File: src/hdl/ray_supercover_rasterizer_macros.svh
// ----------------------------------------------------------------------------
// Ray supercover rasterizer assertion macros
// Shared concurrent check wrappers, clocked on clock, disabled in reset.
// ----------------------------------------------------------------------------
`ifndef RAY_SUPERCOVER_RASTERIZER_MACROS_SVH
`define RAY_SUPERCOVER_RASTERIZER_MACROS_SVH

// invariant that holds on every cycle out of reset
`define RSR_CHECK(name, cond, msg) \
   name: assert property (@(posedge clock) disable iff (reset) (cond)) else $error(msg);

// consequence that must hold in the cycle after a trigger
`define RSR_CHECK_NEXT(name, trig, cond, msg) \
   name: assert property (@(posedge clock) disable iff (reset) (trig) |=> (cond)) \
      else $error(msg);

`endif

File: src/hdl/rsr_pkg.sv
// ----------------------------------------------------------------------------
// rsr_pkg
// Shared constants, controller states and control/status bundles.
// ----------------------------------------------------------------------------
package rsr_pkg;

   localparam int COORD_BITS  = 22;
   localparam int SCALE_BITS  = 11;
   localparam int MAX_CELLS   = 64;
   localparam int CNT_BITS    = $clog2(MAX_CELLS + 1);
   localparam int MUL_B_BITS  = SCALE_BITS + 1;
   localparam int PROD_BITS   = COORD_BITS + MUL_B_BITS;
   localparam int ACC_BITS    = PROD_BITS + 4;
   localparam int DIV_CNT_BITS = $clog2(COORD_BITS);
   localparam int REQ_BITS    = 4 * COORD_BITS;
   localparam int REQ_BYTES   = (REQ_BITS + 7) / 8;
   localparam int RSP_BITS    = 2 * COORD_BITS;
   localparam int RSP_BYTES   = (RSP_BITS + 7) / 8;
   localparam logic [SCALE_BITS-1:0] SCALE_RESET = SCALE_BITS'(1000);

   // multiply schedule
   localparam logic [2:0] MUL_DEN  = 3'd0;
   localparam logic [2:0] MUL_T1   = 3'd1;
   localparam logic [2:0] MUL_T2   = 3'd2;
   localparam logic [2:0] MUL_STEP = 3'd3;
   localparam logic [2:0] MUL_T3   = 3'd4;

   typedef enum logic [3:0] {
      ST_IDLE, ST_DIV, ST_SETUP, ST_VERT, ST_MUL, ST_INIT,
      ST_EMIT, ST_INNER, ST_STEP, ST_FIN
   } state_type;

   typedef struct packed {
      logic load;
      logic div_run;
      logic setup;
      logic emit_v;
      logic mul_run;
      logic walk_init;
      logic emit_e;
      logic emit_i;
      logic step;
      logic fin;
   } cmd_type;

   typedef struct packed {
      logic div_done;
      logic mul_done;
      logic vertical;
      logic cy_at_hi;
      logic acc_gt;
      logic tail;
      logic full;
      logic can_emit;
      logic out_free;
   } status_type;

endpackage

File: src/hdl/ray_supercover_rasterizer.sv
// ----------------------------------------------------------------------------
// ray_supercover_rasterizer
// Lists every full pixel touched by one subpixel-scaled ray.
// ----------------------------------------------------------------------------
// Usage:
//   req channel: one transaction carries a ray (begin_x, begin_y, end_x,
//   end_y), 22 bits each. req_tready is high only while the block is idle;
//   one ray is handled at a time.
//   rsp channel: one transaction per touched pixel (cell_x, cell_y) in walk
//   order; tlast marks the final cell of the ray, tuser flags that the run
//   was cut at 64 cells.
//   csr port: csr_we writes the pixel scale (0 acts as 1); write only idle.
// Timing:
//   Bit-serial division (four lanes), a setup state, then for slanted rays
//   the products on the shared multiplier and an init state. Inside a pixel
//   column the walk emits one cell per cycle while the output is not held;
//   each column step adds an exit check and an x step. Vertical rays emit
//   one cell a cycle while the output is not held. A finish state loads the
//   last cell once the output is free.
// Reset: synchronous, returns to idle, drops rsp_tvalid, scale back to 1000.
// Stall: a held result blocks the walk; the one-cell pending stage keeps
//   the next cell so tlast can be set once the ray is known to end.
// ----------------------------------------------------------------------------
module ray_supercover_rasterizer (
   input  logic                               clock,
   input  logic                               reset,
   input  logic                               req_tvalid,
   output logic                               req_tready,
   // tdata: begin_x, begin_y, end_x, end_y (lowest first)
   input  logic [rsr_pkg::REQ_BYTES*8-1:0]    req_tdata,
   output logic                               rsp_tvalid,
   input  logic                               rsp_tready,
   // tdata: cell_x, cell_y (lowest first), zero padded
   output logic [rsr_pkg::RSP_BYTES*8-1:0]    rsp_tdata,
   output logic                               rsp_tlast,
   // tuser: truncated
   output logic                               rsp_tuser,
   input  logic                               csr_we,
   input  logic [rsr_pkg::SCALE_BITS-1:0]     csr_wdata
);
   import rsr_pkg::*;

   cmd_type    cmd;
   status_type sts;

   rsr_ctrl u_ctrl (
      .clock      (clock),
      .reset      (reset),
      .req_tvalid (req_tvalid),
      .req_tready (req_tready),
      .sts        (sts),
      .cmd        (cmd)
   );

   rsr_dp u_dp (
      .clock      (clock),
      .reset      (reset),
      .cmd        (cmd),
      .sts        (sts),
      .req_tdata  (req_tdata),
      .csr_we     (csr_we),
      .csr_wdata  (csr_wdata),
      .rsp_tvalid (rsp_tvalid),
      .rsp_tready (rsp_tready),
      .rsp_tdata  (rsp_tdata),
      .rsp_tlast  (rsp_tlast),
      .rsp_tuser  (rsp_tuser)
   );

endmodule

File: src/hdl/rsr_ctrl.sv
// ----------------------------------------------------------------------------
// rsr_ctrl
// Sequencer for divide, setup, multiply and cell walk of one ray.
// ----------------------------------------------------------------------------
module rsr_ctrl (
   input  logic               clock,
   input  logic               reset,
   input  logic               req_tvalid,
   output logic               req_tready,
   input  rsr_pkg::status_type sts,
   output rsr_pkg::cmd_type    cmd
);
   import rsr_pkg::*;

   state_type state_ff, state_in;

   always_ff @(posedge clock) begin
      if (reset) begin
         state_ff <= ST_IDLE;
      end else begin
         state_ff <= state_in;
      end
   end

   always_comb begin
      state_in   = state_ff;
      cmd        = '0;
      req_tready = 1'b0;
      unique case (state_ff)
         ST_IDLE: begin
            req_tready = 1'b1;
            if (req_tvalid) begin
               cmd.load = 1'b1;
               state_in = ST_DIV;
            end
         end
         ST_DIV: begin
            cmd.div_run = 1'b1;
            if (sts.div_done) state_in = ST_SETUP;
         end
         ST_SETUP: begin
            cmd.setup = 1'b1;
            state_in  = sts.vertical ? ST_VERT : ST_MUL;
         end
         ST_VERT: begin
            if (sts.can_emit) begin
               cmd.emit_v = 1'b1;
               if (sts.full || sts.cy_at_hi) state_in = ST_FIN;
            end
         end
         ST_MUL: begin
            cmd.mul_run = 1'b1;
            if (sts.mul_done) state_in = ST_INIT;
         end
         ST_INIT: begin
            cmd.walk_init = 1'b1;
            state_in      = ST_EMIT;
         end
         ST_EMIT: begin
            if (sts.can_emit) begin
               cmd.emit_e = 1'b1;
               state_in   = sts.full ? ST_FIN : ST_INNER;
            end
         end
         ST_INNER: begin
            priority if (sts.acc_gt) begin
               if (sts.can_emit) begin
                  cmd.emit_i = 1'b1;
                  if (sts.full) state_in = ST_FIN;
               end
            end else if (sts.tail) begin
               state_in = ST_FIN;
            end else begin
               state_in = ST_STEP;
            end
         end
         ST_STEP: begin
            cmd.step = 1'b1;
            state_in = ST_EMIT;
         end
         ST_FIN: begin
            if (sts.out_free) begin
               cmd.fin  = 1'b1;
               state_in = ST_IDLE;
            end
         end
         default: state_in = ST_IDLE;
      endcase
   end

endmodule

File: src/hdl/rsr_dp.sv
// ----------------------------------------------------------------------------
// rsr_dp
// Divider lanes, shared multiplier, walk accumulator and cell output stage.
// ----------------------------------------------------------------------------
`include "ray_supercover_rasterizer_macros.svh"

module rsr_dp (
   input  logic                              clock,
   input  logic                              reset,
   input  rsr_pkg::cmd_type                  cmd,
   output rsr_pkg::status_type               sts,
   input  logic [rsr_pkg::REQ_BYTES*8-1:0]   req_tdata,
   input  logic                              csr_we,
   input  logic [rsr_pkg::SCALE_BITS-1:0]    csr_wdata,
   output logic                              rsp_tvalid,
   input  logic                              rsp_tready,
   output logic [rsr_pkg::RSP_BYTES*8-1:0]   rsp_tdata,
   output logic                              rsp_tlast,
   output logic                              rsp_tuser
);
   import rsr_pkg::*;

   localparam int C = COORD_BITS;
   localparam int S = SCALE_BITS;

   logic [S-1:0] scale_ff, s_ff;

   // divider lanes: 0 bx, 1 by, 2 ex, 3 ey, ends swapped if bx > ex; dvd shifts into quotient
   logic [C-1:0]            dvd_ff [4];
   logic [S-1:0]            rem_ff [4];
   logic [DIV_CNT_BITS-1:0] div_cnt_ff;

   logic [C:0]   dy_ff;            // signed difference
   logic         up_ff;
   logic [C-1:0] ady;

   logic [C-1:0] cx_ff, cy_ff, hi_ff, end_ff;
   logic         tail_ff;

   logic [2:0]           mul_cnt_ff;
   logic [C-1:0]         dx_sub_ff;        // x span in subpixel units
   logic [C-1:0]         mul_a_sel;
   logic [MUL_B_BITS-1:0] mul_b;
   logic [PROD_BITS-1:0] prod;
   logic [PROD_BITS-1:0] den_ff, t1_ff, t2_ff, step_ff, t3_ff;
   logic signed [ACC_BITS-1:0] acc_ff, den_s, acc_in;

   logic [CNT_BITS-1:0] count_ff;
   logic                over_ff;
   logic [C-1:0]        pend_x_ff, pend_y_ff;
   logic                pend_vld_ff;
   logic [C-1:0]        out_x_ff, out_y_ff;
   logic                out_vld_ff, out_last_ff, out_trunc_ff;

   logic         emit, load_out;
   logic [C-1:0] emit_x, emit_y, cy_next, lo_q, hi_q;
   logic         out_free;

   // config register
   always_ff @(posedge clock) begin
      if (reset) begin
         scale_ff <= SCALE_RESET;
      end else if (csr_we) begin
         scale_ff <= csr_wdata;
      end
   end

   // restoring divide, one quotient bit per cycle in each lane
   always_ff @(posedge clock) begin
      logic [S:0] r2;
      if (cmd.load) begin
         s_ff       <= (scale_ff == '0) ? S'(1) : scale_ff;
         div_cnt_ff <= '0;
         if (req_tdata[C-1:0] > req_tdata[3*C-1:2*C]) begin
            dvd_ff[0] <= req_tdata[3*C-1:2*C];
            dvd_ff[1] <= req_tdata[4*C-1:3*C];
            dvd_ff[2] <= req_tdata[C-1:0];
            dvd_ff[3] <= req_tdata[2*C-1:C];
            dy_ff <= {1'b0, req_tdata[2*C-1:C]} - {1'b0, req_tdata[4*C-1:3*C]};
         end else begin
            dvd_ff[0] <= req_tdata[C-1:0];
            dvd_ff[1] <= req_tdata[2*C-1:C];
            dvd_ff[2] <= req_tdata[3*C-1:2*C];
            dvd_ff[3] <= req_tdata[4*C-1:3*C];
            dy_ff <= {1'b0, req_tdata[4*C-1:3*C]} - {1'b0, req_tdata[2*C-1:C]};
         end
         for (int i = 0; i < 4; i++) rem_ff[i] <= '0;
      end else if (cmd.div_run) begin
         div_cnt_ff <= div_cnt_ff + 1'b1;
         for (int i = 0; i < 4; i++) begin
            r2 = {rem_ff[i], dvd_ff[i][C-1]};
            if (r2 >= {1'b0, s_ff}) begin
               r2 = r2 - {1'b0, s_ff};
               dvd_ff[i] <= {dvd_ff[i][C-2:0], 1'b1};
            end else begin
               dvd_ff[i] <= {dvd_ff[i][C-2:0], 1'b0};
            end
            rem_ff[i] <= r2[S-1:0];
         end
      end
   end

   assign ady  = dy_ff[C] ? C'(-dy_ff) : dy_ff[C-1:0];
   assign lo_q = (dvd_ff[1] < dvd_ff[3]) ? dvd_ff[1] : dvd_ff[3];
   assign hi_q = (dvd_ff[1] < dvd_ff[3]) ? dvd_ff[3] : dvd_ff[1];

   // x span for the first two products
   always_ff @(posedge clock) begin
      if (cmd.load) begin
         dx_sub_ff <= (req_tdata[C-1:0] > req_tdata[3*C-1:2*C])
                      ? req_tdata[C-1:0] - req_tdata[3*C-1:2*C]
                      : req_tdata[3*C-1:2*C] - req_tdata[C-1:0];
      end
   end

   // shared multiplier, product registered into its slot
   always_comb begin
      unique case (mul_cnt_ff)
         MUL_DEN, MUL_STEP: mul_b = {s_ff, 1'b0};
         MUL_T1:   mul_b = {rem_ff[1], 1'b1};
         MUL_T2:   mul_b = {s_ff, 1'b0} - {rem_ff[0], 1'b0} - MUL_B_BITS'(1);
         MUL_T3:   mul_b = {rem_ff[2], 1'b1};
         default:  mul_b = '0;
      endcase
   end

   assign mul_a_sel = (mul_cnt_ff == MUL_DEN || mul_cnt_ff == MUL_T1) ? dx_sub_ff : ady;
   assign prod = PROD_BITS'(mul_a_sel) * PROD_BITS'(mul_b);

   always_ff @(posedge clock) begin
      if (cmd.setup) begin
         mul_cnt_ff <= MUL_DEN;
      end else if (cmd.mul_run) begin
         mul_cnt_ff <= mul_cnt_ff + 3'd1;
         unique case (mul_cnt_ff)
            MUL_DEN:  den_ff  <= prod;
            MUL_T1:   t1_ff   <= prod;
            MUL_T2:   t2_ff   <= prod;
            MUL_STEP: step_ff <= prod;
            MUL_T3:   t3_ff   <= prod;
            default:  ;
         endcase
      end
   end

   assign den_s = ACC_BITS'(den_ff);
   assign cy_next = up_ff ? cy_ff + 1'b1 : cy_ff - 1'b1;

   // walk registers
   always_comb begin
      acc_in = acc_ff;
      if (cmd.walk_init) begin
         acc_in = up_ff ? ACC_BITS'(t1_ff) + ACC_BITS'(t2_ff)
                        : den_s - ACC_BITS'(t1_ff) + ACC_BITS'(t2_ff);
      end else if (cmd.emit_i) begin
         acc_in = acc_ff - den_s;
      end else if (cmd.step) begin
         acc_in = acc_ff - ((acc_ff == den_s) ? den_s : '0)
                  + (((cx_ff + 1'b1) == end_ff) ? ACC_BITS'(t3_ff) : ACC_BITS'(step_ff));
      end
   end

   always_ff @(posedge clock) begin
      acc_ff <= acc_in;
      if (cmd.setup) begin
         cx_ff     <= dvd_ff[0];
         end_ff    <= dvd_ff[2];
         hi_ff     <= hi_q;
         up_ff     <= !dy_ff[C] && (dy_ff != '0);
         cy_ff     <= sts.vertical ? lo_q : dvd_ff[1];
         tail_ff   <= 1'b0;
      end else if (cmd.emit_v) begin
         cy_ff <= cy_ff + 1'b1;
      end else if (cmd.emit_i) begin
         cy_ff <= cy_next;
      end else if (cmd.step) begin
         cx_ff   <= cx_ff + 1'b1;
         tail_ff <= (cx_ff + 1'b1) == end_ff;
         if (acc_ff == den_s) cy_ff <= cy_next;
      end
   end

   // emission and pending-cell stage
   assign emit   = cmd.emit_v || cmd.emit_e || cmd.emit_i;
   assign emit_x = cx_ff;
   assign emit_y = cmd.emit_i ? cy_next : cy_ff;
   assign out_free = !out_vld_ff || rsp_tready;
   assign load_out = (emit && count_ff != CNT_BITS'(MAX_CELLS) && pend_vld_ff) || cmd.fin;

   always_ff @(posedge clock) begin
      if (reset) begin
         count_ff    <= '0;
         over_ff     <= 1'b0;
         pend_vld_ff <= 1'b0;
         out_vld_ff  <= 1'b0;
      end else begin
         if (load_out) begin
            out_vld_ff <= 1'b1;
         end else if (rsp_tready) begin
            out_vld_ff <= 1'b0;
         end
         if (cmd.load) begin
            count_ff <= '0;
            over_ff  <= 1'b0;
         end else if (emit) begin
            if (count_ff == CNT_BITS'(MAX_CELLS)) begin
               over_ff <= 1'b1;
            end else begin
               count_ff    <= count_ff + 1'b1;
               pend_vld_ff <= 1'b1;
            end
         end else if (cmd.fin) begin
            pend_vld_ff <= 1'b0;
         end
      end
   end

   always_ff @(posedge clock) begin
      if (emit && count_ff != CNT_BITS'(MAX_CELLS)) begin
         pend_x_ff <= emit_x;
         pend_y_ff <= emit_y;
         if (pend_vld_ff) begin
            out_x_ff     <= pend_x_ff;
            out_y_ff     <= pend_y_ff;
            out_last_ff  <= 1'b0;
            out_trunc_ff <= 1'b0;
         end
      end else if (cmd.fin) begin
         out_x_ff     <= pend_x_ff;
         out_y_ff     <= pend_y_ff;
         out_last_ff  <= 1'b1;
         out_trunc_ff <= over_ff;
      end
   end

   assign rsp_tvalid = out_vld_ff;
   assign rsp_tdata  = (RSP_BYTES*8)'({out_y_ff, out_x_ff});
   assign rsp_tlast  = out_last_ff;
   assign rsp_tuser  = out_trunc_ff;

   assign sts.div_done = div_cnt_ff == DIV_CNT_BITS'(C - 1);
   assign sts.mul_done = mul_cnt_ff == MUL_T3;
   assign sts.vertical = dvd_ff[0] == dvd_ff[2];
   assign sts.cy_at_hi = cy_ff == hi_ff;
   assign sts.acc_gt   = acc_ff > den_s;
   assign sts.tail     = tail_ff;
   assign sts.full     = count_ff == CNT_BITS'(MAX_CELLS);
   assign sts.can_emit = !pend_vld_ff || out_free;
   assign sts.out_free = out_free;

   `RSR_CHECK(a_count_cap, count_ff <= CNT_BITS'(MAX_CELLS), "cell count above cap")
   `RSR_CHECK(a_over_full, !over_ff || count_ff == CNT_BITS'(MAX_CELLS), "overflow before cap")
   `RSR_CHECK_NEXT(a_fin_flush, cmd.fin, !pend_vld_ff && out_vld_ff && out_last_ff, "final cell not flushed")

endmodule

File: config.mk
export PLATFORM = sky130hd
export DESIGN_NAME = ray_supercover_rasterizer
export DESIGN_NICKNAME = d
export VERILOG_FILES = /design/src/hdl/rsr_pkg.sv /design/src/hdl/ray_supercover_rasterizer.sv /design/src/hdl/rsr_ctrl.sv /design/src/hdl/rsr_dp.sv
export VERILOG_INCLUDE_DIRS = /design/src /design/src/hdl
export SDC_FILE = /design/constraint.sdc
export NUM_CORES = 2
export LEC_CHECK = 0
export BUFFER_PORTS_ARGS = -buffer_cell sky130_fd_sc_hd__buf_2
export CAP_MARGIN = 20
export CORE_MARGIN = 10
export CORE_UTILIZATION = 58
export DETAILED_ROUTE_END_ITERATION = 8
export PLACE_DENSITY = 0.78
export SLEW_MARGIN = 15
export SYNTH_ARGS = -nofsm -noshare
export SYNTH_HDL_FRONTEND = slang
export SYNTH_HIERARCHICAL = 1
export SYNTH_SLANG_ARGS = --single-unit
File: constraint.sdc
create_clock -name clock -period 8.7 [get_ports clock]
set_clock_uncertainty 0.15 [all_clocks]
set_input_delay 0.87 -clock clock [delete_from_list [all_inputs] [get_ports clock]]
set_output_delay 0.87 -clock clock [all_outputs]
set_load 0.02 [all_outputs]
==> metrics.cfg <==
[outcome]
status=finished, final reports clean

[floorplan]
io-pin-count=156
die_h_um=324.3
die_w_um=324.3
std_cell_rows=111
initial_core_util_pct=58.51
core_area_mm2=0.09180
die_area_mm2=0.1052

[route]
drtIter0Drc=4747
dr.pass1.iters=6
wl_mm=153.7
ant_nets=0
wl_per_cell_um=21.43
vias=44357
routed_via_density=6.186
drc_errors=0

[setup_path]
r2r_cells=29
worstPathArrival_ns=8.68
slowest_stage=mux2i_1
path_common_cell=fa_1
setup.worst_path.start_class=flip-flop
cp.required_ns=9.04
cpPeakStageDelay_ns=0.61
critical_path.max_fanout=9
crit_type=reg -> reg
crit_path_end_kind=flip-flop

[cts]
h-tree-depth=3
clk_latency_ns=0.65
clock-root-buffer=clkbuf_16
cts_tree=done
cts_num_sinks=609
numCtsBuffers=68
clk_path_buf_depth=3
holdBufCountCts=0
path_clk_slew_ns=0.06

[sta]
finalHoldViolCount=0
fin_crit_sh_pct=95.88
fin_tns_setup_ns=0
period_minus_slack_ns=8.342
slew_headroom_pct=20.48
fmax_ghz=0.1199
drv_slew=0
setup_violations=0
tightest_slew_ns=1.180
rsz0062_at_grt=no

[global_routing]
grt_usage_pct=28.18
grt_pass1_vias=42725
antenna_found_initial=9
grt_pass1_wl_mm=239.7
grt-ovfl-total=0
grt_max_degree=98

[min_path]
whs_path_depth=0
hold_path_class=reg -> reg

[layout]
instances_no_fill=7171
area_growth_pct=8.095
layout.nets=6643
drive_above_1_share_pct=7.935

[yosys]
yosysTopAreaCell=edfxtp_1
netlist_instances=5806
synth-edff-count=573
synth_area_mm2=0.05371
yosys_warnings=6
ys_top_cells_by_count=inv_1 (676), edfxtp_1 (573), nand2_1 (515), nor2_1 (508), ha_1 (424)
avgSynthCellArea_um2=9.251
yosysMostFrequentCell=inv_1
yosysSeqAreaShare_pct=33.38
ys_ff_latch=609
yosys.area.top_type_share_pct=32.03
ys_types=110
synth.area.top_cells=edfxtp_1 (32%), ha_1 (9.9%), fa_1 (9.2%)
synthFlopType=edfxtp_1
synthArstFlopShare_pct=0

[place]
dp.cells=7038
gp_congestion=0.9976
detailed_place_hpwl_mm=120.0
port_buffers=151

[run]
cap_violations=0

-- repair_timing --
| item | CTS | global route |
|---|---|---|
| buffers inserted | 0 | 1 |
| gates resized for setup | 0 | 16 |
| endpoints found under the setup margin | 0 | 50 |
-- cells by family (layout without fill, tap and decap cells) --
family,Yosys count,after routing,synth area share (%)
AO/OA/AOI/OAI,1432,1432,17.51
flip-flops,609,609,33.38
AND/OR/NAND/NOR,1680,1680,14.75
multiplexers,144,144,2.772
adder cells (fa/ha/maj),671,671,19.08
XOR/XNOR,353,353,5.833
other,1,9,0.006981
buffers and inverters,916,1030,6.669
-- sequential cells by signal, summed over array words and instances, names as in the netlist, 5 cells and up --
register	flops
u_dp/dvd_ff	88
u_dp/rem_ff	44
u_dp/acc_ff	38
u_dp/den_ff	34
u_dp/step_ff	34
u_dp/t1_ff	34
u_dp/t2_ff	34
u_dp/t3_ff	34
u_dp/dy_ff	23
u_dp/cx_ff	22
u_dp/cy_ff	22
u_dp/dx_sub_ff	22
u_dp/end_ff	22
u_dp/hi_ff	22
u_dp/out_x_ff	22
u_dp/out_y_ff	22
u_dp/pend_x_ff	22
u_dp/pend_y_ff	22
u_dp/s_ff	11
u_dp/scale_ff	11
u_dp/count_ff	7
u_dp/div_cnt_ff	5
-- stage by stage --
| step | hold slack (ns) | instance area, um^2 | util [%] | worst slack (ns) |
|---|---|---|---|---|
| after floorplan | 0.2503 | 53730 | - | 0.7895 |
| after global placement | 0.2509 | 55700 | 60.67 | 0.3872 |
| after detailed placement | 0.2545 | 55700 | 60.67 | 0.1610 |
| after CTS | 0.2561 | 57930 | 63.11 | 0.1348 |
| after global routing | 0.2693 | 58060 | 63.24 | 0.005783 |
| final | 0.2665 | 58060 | 63.25 | 0.3580 |
-- routing by layer --
layer	part of all wire, %	vias up	GRT usage (%)
li1	-	20593	-
met1	42	21370	38.36
met2	46	2068	45.35
met3	8.3	318	3.661
met4	3.8	8	11.05
met5	0.034	-	0
-- cell usage in the layout, fill, tap and decap left out, drive strengths merged, types with 38 or more instances in the layout --
cell      n
nand2b   46
nor3     95
nand2   516
o21ai   299
and3     46
inv     688
a211oi   71
edfxtp  573
mux2     38
a21o    143
nor2b    60
a31oi    68
clkbuf   85
o21a     75
xor2    159
or3      38
nand4    66
buf     227
nor4     41
nor2    508
a21oi   368
ha      424
fa      247
mux2i   106
o22ai    45
xnor2   191
and2     74
nand3    95
-- cell type report --
type                            instances  area, um^2
Clock inverter                         40       459.2
Inverter                              678        2545
Fill cell                            7565       33740
Sequential cell                       609       17930
Clock buffer                           85        1775
Multi-Input combinational cell       4284       32420
Tap cell                             1243        1555
Timing Repair Buffer                  227        1366
Antenna cell                            5       12.51
-- worst paths after layout --
path / start / to / slack, ns
setup reg to reg: u_dp/rem_ff[0][1] / u_dp/step_ff[33] / 0.36
hold reg to reg: u_dp/pend_y_ff[6] / u_dp/out_y_ff[6] / 0.27
setup / recovery: u_dp/rem_ff[0][1] / u_dp/step_ff[33] / 0.36
hold / removal: u_dp/pend_y_ff[6] / u_dp/out_y_ff[6] / 0.27
-- critical path: cells and delay by family, from the launching register on --
kind            cells  cell delay [ns]
mux                 1             0.61
simple gates        2             0.57
flops               1             0.46
fa+ha+maj           7             2.95
compound gates     15             2.98
buf+inv             4             0.46
Power is not shown: default switching activity piles up to over one toggle a cycle in this logic, so the estimate is an artifact.
